### src/rtl/core/gb3_pkg.sv
`default_nettype none

package gb3_pkg;

  localparam int PIX_W      = 8;
  localparam int DIM_W      = 11;
  localparam int WEIGHT_W   = 16;
  localparam int FRAC_W     = 16;
  localparam int CFG_IDX_W  = 3;
  localparam int CFG_DATA_W = 16;

  // line store entry: newest row in the upper byte, the row before it below
  localparam int ENT_W = 2 * PIX_W;

  localparam int SIDE_W   = PIX_W + 2;
  localparam int PROD_C_W = PIX_W + WEIGHT_W;
  localparam int PROD_S_W = SIDE_W + WEIGHT_W;
  localparam int SUM_W    = PROD_S_W + 2;

  localparam int FRAME_DIM_RST = 1024;
  localparam logic [WEIGHT_W-1:0] W_CENTER_RST = 16'd13381;
  localparam logic [WEIGHT_W-1:0] W_EDGE_RST   = 16'd8116;
  localparam logic [WEIGHT_W-1:0] W_CORNER_RST = 16'd4923;

  localparam int OUT_DEPTH = 8;

  typedef enum logic {
    CMD_PIXEL = 1'b0,
    CMD_DRAIN = 1'b1
  } cmd_e;

  typedef enum logic [CFG_IDX_W-1:0] {
    CFG_FRAME_WIDTH   = 3'd0,
    CFG_FRAME_HEIGHT  = 3'd1,
    CFG_WEIGHT_CENTER = 3'd2,
    CFG_WEIGHT_EDGE   = 3'd3,
    CFG_WEIGHT_CORNER = 3'd4
  } cfg_idx_e;

  // one window column, top to bottom
  typedef struct packed {
    logic [PIX_W-1:0] top;
    logic [PIX_W-1:0] mid;
    logic [PIX_W-1:0] bot;
  } col_t;

  typedef struct packed {
    col_t left;
    col_t center;
    col_t right;
  } win_t;

  typedef struct packed {
    logic eof;
    logic eoi;
  } tag_t;

  typedef struct packed {
    logic [PIX_W-1:0] pixel;
    tag_t             tag;
  } res_t;

endpackage

`default_nettype wire

### src/rtl/core/gb3_filter.sv
`default_nettype none

module gb3_filter (
  input  logic                            clk_i,
  input  logic                            rst_ni,
  input  logic                            valid_i,
  input  gb3_pkg::win_t                   win_i,
  input  gb3_pkg::tag_t                   tag_i,
  input  logic [gb3_pkg::WEIGHT_W-1:0]    w_center_i,
  input  logic [gb3_pkg::WEIGHT_W-1:0]    w_edge_i,
  input  logic [gb3_pkg::WEIGHT_W-1:0]    w_corner_i,
  output logic                            valid_o,
  output logic [gb3_pkg::PIX_W-1:0]       pixel_o,
  output gb3_pkg::tag_t                   tag_o
);
  import gb3_pkg::*;

  logic                v1_q;
  logic [PIX_W-1:0]    ctr_q;
  logic [SIDE_W-1:0]   side_q;
  logic [SIDE_W-1:0]   corner_q;
  tag_t                tag1_q;

  logic                v2_q;
  logic [PROD_C_W-1:0] pc_q;
  logic [PROD_S_W-1:0] ps_q;
  logic [PROD_S_W-1:0] pk_q;
  tag_t                tag2_q;

  logic [SUM_W-1:0]        sum;
  logic [SUM_W-FRAC_W-1:0] sum_sh;

  always_ff @(posedge clk_i or negedge rst_ni) begin
    if (!rst_ni) begin
      v1_q <= 1'b0;
      v2_q <= 1'b0;
    end else begin
      v1_q <= valid_i;
      v2_q <= v1_q;
    end
  end

  // gather the neighbourhood into center, side and corner terms
  always_ff @(posedge clk_i) begin
    ctr_q    <= win_i.center.mid;
    side_q   <= SIDE_W'(win_i.center.top) + SIDE_W'(win_i.center.bot)
              + SIDE_W'(win_i.left.mid) + SIDE_W'(win_i.right.mid);
    corner_q <= SIDE_W'(win_i.left.top) + SIDE_W'(win_i.right.top)
              + SIDE_W'(win_i.left.bot) + SIDE_W'(win_i.right.bot);
    tag1_q   <= tag_i;
  end

  always_ff @(posedge clk_i) begin
    pc_q   <= PROD_C_W'(ctr_q) * PROD_C_W'(w_center_i);
    ps_q   <= PROD_S_W'(side_q) * PROD_S_W'(w_edge_i);
    pk_q   <= PROD_S_W'(corner_q) * PROD_S_W'(w_corner_i);
    tag2_q <= tag1_q;
  end

  // truncate the Q12.16 sum and clamp to a byte
  always_comb begin
    sum     = SUM_W'(pc_q) + SUM_W'(ps_q) + SUM_W'(pk_q);
    sum_sh  = sum[SUM_W-1:FRAC_W];
    pixel_o = (|sum_sh[SUM_W-FRAC_W-1:PIX_W]) ? {PIX_W{1'b1}} : sum_sh[PIX_W-1:0];
  end

  assign valid_o = v2_q;
  assign tag_o   = tag2_q;

endmodule

`default_nettype wire

### config.mk
export PLATFORM = sky130hd
export DESIGN_NAME = gb3_filter
export DESIGN_NICKNAME = d
export VERILOG_FILES = /design/src/rtl/core/gb3_pkg.sv /design/src/rtl/core/gb3_filter.sv
export SDC_FILE = /design/constraint.sdc
export NUM_CORES = 1
export LEC_CHECK = 0
export CAP_MARGIN = 20
export CORE_UTILIZATION = 55
export DETAILED_ROUTE_END_ITERATION = 6
export DONT_BUFFER_PORTS = 1
export PLACE_DENSITY = 0.7
export SETUP_SLACK_MARGIN = 0.02
export SYNTH_ARGS = -nofsm -noshare
export SYNTH_HDL_FRONTEND = slang
export SYNTH_SLANG_ARGS = --single-unit
### constraint.sdc
create_clock -name clk_i -period 13.56 [get_ports clk_i]
set_input_delay 3.39 -clock clk_i [delete_from_list [all_inputs] [get_ports clk_i]]
set_output_delay 3.39 -clock clk_i [all_outputs]
set_load 0.02 [all_outputs]
==> results.rst <==
.. list-table::
   :header-rows: 1

   * - Metric
     - Value
   * - Clock tree root buffer cell
     - sky130_fd_sc_hd__clkbuf_16
   * - Flip-flop cell with the highest count after synthesis
     - sky130_fd_sc_hd__dfxtp_1
   * - Clock tree skew after final layout
     - 0.01293 ns
   * - Uppermost layer routed
     - met4
   * - Clock H-tree levels
     - 3
   * - Iteration-0 DRC count of the detailed router
     - 439
   * - Number of cell instances on the worst register-to-register path
     - 18
   * - Maximum number of pins on one net before global-route repair
     - 23
   * - Worst endpoint required time
     - 13.80 ns
   * - Number of iterations in the first detailed-routing pass
     - 5
   * - Yosys reg bits
     - 110
   * - Count of flip-flops with a built-in enable after synthesis
     - 0
   * - Gate count after technology mapping
     - 1,968
   * - Maximum achievable frequency
     - 123.8 MHz
   * - Register area share after synthesis
     - 0.1188
   * - Worst-path fanout max
     - 10
   * - Top post-synthesis cells by area
     - sky130_fd_sc_hd__fa_1 39%, sky130_fd_sc_hd__ha_1 14%, sky130_fd_sc_hd__dfxtp_1 12%
   * - Routed metal-1 wire length
     - 16,760 um
   * - Worst hold path class
     - reg -> reg
   * - Total half-perimeter wirelength after legalization and detailed placement
     - 31,640 um
   * - Post-synth ARST share
     - 0.01818
   * - Effective utilization at floorplan
     - 0.5565
   * - Routed wire length
     - 37,220 um
   * - Post-route setup TNS
     - 0 ns
   * - Total congestion overflow
     - 0
   * - Clock latency reported for the late side of the worst-skew pair
     - 0.36 ns
   * - Arr. time, crit path
     - 8.32 ns
   * - Number of design rule violations left after detail routing
     - 0
   * - Worst reg2reg setup slack
     - 7.71 ns
   * - Startpoint of the tightest hold check path
     - tag1_q[1]
   * - Area Growth Syn to Fin
     - 3.509%
   * - Placeable core area
     - 0.03345 mm2
   * - Antenna Diode Count
     - 0
   * - Clock tree from TritonCTS
     - done
   * - Slew Limit Headroom
     - 0.5622
   * - First-pass GRT wire length
     - 63,180 um
   * - Count of input and output buffers
     - 0
   * - Hold violation total from the final report
     - 0
   * - Global router's overall resource usage
     - 0.2294
   * - Number of max-slew violations in the final report
     - 0
   * - Pre-CTS setup slack
     - 5.110 ns
   * - Cell count of the worst hold path
     - 0
   * - Startpoint of the lowest-slack register-to-register path
     - corner_q[1]
   * - Via count of the first global-routing pass
     - 13,410
   * - Share of cells above drive strength 1
     - 0.01453
   * - Hold-fix buffers at CTS
     - 0
   * - IO Pins
     - 136
   * - Number of failing setup endpoints in the final timing report
     - 0
   * - Maximum buffer depth of the clock tree
     - 2
   * - Chip width
     - 186.0 um
   * - Critical Path Start Type
     - input pin
   * - Clock sinks
     - 110
   * - Wirelength per Cell
     - 15.67 um
   * - Number of rows created at floorplan
     - 67
   * - Outcome
     - complete, no violations
   * - Summed instance area of the synthesized netlist
     - 0.01861 mm2
   * - Die extent in y
     - 186.0 um
   * - Final period demand of the worst path
     - 8.075 ns
   * - Share of Yosys cell area claimed by the top area cell type
     - 0.3861
   * - DR vias/cell
     - 5.316
   * - Post-CTS clock slew at the launch and capture registers of the worst setup and hold paths
     - 0.09 ns
   * - Type of the worst setup path
     - in -> reg
   * - Distinct cell type count after synthesis
     - 55
   * - Met3 routed WL
     - 1410 um
   * - Synthesized area divided by synthesized cell count
     - 9.458 um2
   * - RD Place Congestion
     - 0.8539
   * - CP endpoint kind
     - flop
   * - Met2 layer wire length in the routed design
     - 18,110 um
   * - Final hold slack
     - 0.3367 ns
   * - Crit share post-route
     - 0.5955
   * - Hold endpoint
     - tag_o[1]
   * - Area leader, netlist
     - sky130_fd_sc_hd__fa_1
   * - Num CTS Buffers
     - 9
   * - Number of antenna-violating nets in the routed design
     - 0
   * - Unrepaired setup endpoints after global routing
     - false
   * - Tightest Pin Transition
     - 0.6558 ns
   * - Reported max-cap violation count
     - 0
   * - Post-Synthesis Net Count
     - 2,663
   * - Buffers inserted during post-CTS setup optimization
     - 0
   * - Total of cells resized after clock tree synthesis
     - 0
   * - Reg2reg end
     - pk_q[23]
   * - Total number of yosys warnings
     - 0
   * - Final worst-path setup slack
     - 5.485 ns
   * - Antenna violations before repair
     - 0
   * - Fin nets
     - 2,617
   * - Area of the die
     - 0.03458 mm2
   * - Vias post-DR
     - 12,630
## how the worst max path moves through the flow
stage	cells after the start	startpoint	endpoint	slack, ns
floorplan	19	w_corner_i[7]	pk_q[23]	5.15
global placement	18	w_corner_i[7]	pk_q[23]	5.22
detailed placement	18	w_corner_i[7]	pk_q[23]	5.11
CTS	18	w_corner_i[7]	pk_q[23]	5.51
global route	18	w_corner_i[7]	pk_q[23]	5.35
finish	18	w_corner_i[7]	pk_q[23]	5.49
## registers in the layout, summed over array words and instances, names as in the netlist
signal and count:
corner_q 10, ctr_q 8, pc_q 24, pk_q 26, ps_q 26, side_q 10, tag1_q 2, tag_o 2
v1_q 1, valid_o 1
## placed cells by master, fill, tap and decap left out, types with 17 or more instances in the layout
cell type and count:
sky130_fd_sc_hd__a21o_1 25, sky130_fd_sc_hd__a21oi_1 67, sky130_fd_sc_hd__and2_1 229, sky130_fd_sc_hd__dfxtp_1 108
sky130_fd_sc_hd__fa_1 359, sky130_fd_sc_hd__ha_1 211, sky130_fd_sc_hd__inv_1 350, sky130_fd_sc_hd__nand2_1 239
sky130_fd_sc_hd__nand3_1 21, sky130_fd_sc_hd__nor2_1 54, sky130_fd_sc_hd__nor3_1 18, sky130_fd_sc_hd__o21a_1 18
sky130_fd_sc_hd__o21ai_0 29, sky130_fd_sc_hd__o21bai_1 17, sky130_fd_sc_hd__xnor2_1 54, sky130_fd_sc_hd__xor2_1 22
## metrics by stage
stage	utilization	cell area (um2)	std cells
after floorplan	-	18610	1968
after global placement	0.5667	18960	2359
after detailed placement	0.5667	18960	2359
after CTS	0.5760	19270	2375
after global routing	0.5760	19270	2375
final	0.5760	19270	2375
## metal layers
metal | up-vias | GRT usage
met5 | - | 0
met4 | 0 | 0.07639
met3 | 41 | 0.02915
met2 | 276 | 0.3833
met1 | 6309 | 0.3082
li1 | 5999 | -
## synth_stat cells, types with 5 or more instances
cell type,count
sky130_fd_sc_hd__nor3_1,18
sky130_fd_sc_hd__xnor2_1,54
sky130_fd_sc_hd__a31oi_1,5
sky130_fd_sc_hd__a211oi_1,11
sky130_fd_sc_hd__nand2_1,239
sky130_fd_sc_hd__and2_1,229
sky130_fd_sc_hd__a21o_1,25
sky130_fd_sc_hd__o21bai_1,17
sky130_fd_sc_hd__o21a_1,18
sky130_fd_sc_hd__xor2_1,22
sky130_fd_sc_hd__and3_1,5
sky130_fd_sc_hd__fa_1,359
sky130_fd_sc_hd__clkbuf_1,56
sky130_fd_sc_hd__o21ai_1,6
sky130_fd_sc_hd__nor2_1,54
sky130_fd_sc_hd__dfxtp_1,108
sky130_fd_sc_hd__nor2b_1,6
sky130_fd_sc_hd__nand3_1,21
sky130_fd_sc_hd__inv_1,350
sky130_fd_sc_hd__o21ai_0,29
sky130_fd_sc_hd__a21oi_1,67
sky130_fd_sc_hd__ha_1,211
## cells by family (layout without fill, tap and decap cells)
| kind of cell | after synthesis | in the layout | synth area share |
|---|---|---|---|
| simple gates | 588 | 588 | 0.1562 |
| fa+ha+maj | 570 | 570 | 0.5280 |
| buf+inv | 407 | 366 | 0.08228 |
| compound gates | 216 | 216 | 0.07838 |
| flops | 110 | 110 | 0.1188 |
| xor+xnor | 76 | 76 | 0.03576 |
| mux | 1 | 1 | 0.0005378 |
## critical path, cell delays in order
cell and delay [ns]:
sky130_fd_sc_hd__nand2_1 0.06, sky130_fd_sc_hd__fa_1 0.57, sky130_fd_sc_hd__inv_1 0.05, sky130_fd_sc_hd__fa_1 0.50
sky130_fd_sc_hd__inv_1 0.06, sky130_fd_sc_hd__fa_1 0.52, sky130_fd_sc_hd__inv_1 0.05, sky130_fd_sc_hd__fa_1 0.49
sky130_fd_sc_hd__fa_1 0.41, sky130_fd_sc_hd__ha_1 0.26, sky130_fd_sc_hd__or4_1 0.52, sky130_fd_sc_hd__a21o_1 0.19
sky130_fd_sc_hd__a211oi_2 0.30, sky130_fd_sc_hd__o31ai_2 0.13, sky130_fd_sc_hd__a41o_1 0.31, sky130_fd_sc_hd__o31a_1 0.28
sky130_fd_sc_hd__mux2i_1 0.15, sky130_fd_sc_hd__nand2_1 0.07
## layout make-up
| type | instances | area [um2] |
|---|---|---|
| clock inverter | 7 | 85.08 |
| tap | 448 | 560.5 |
| sequential | 110 | 2212 |
| inverter | 350 | 1314 |
| fill | 2926 | 14180 |
| multi-input combinational | 1451 | 14870 |
| clock buffer | 9 | 225.2 |
Power is left out: the tool's default activity adds up to more than one toggle a clock period on the data nets, which glitch-free logic cannot reach.
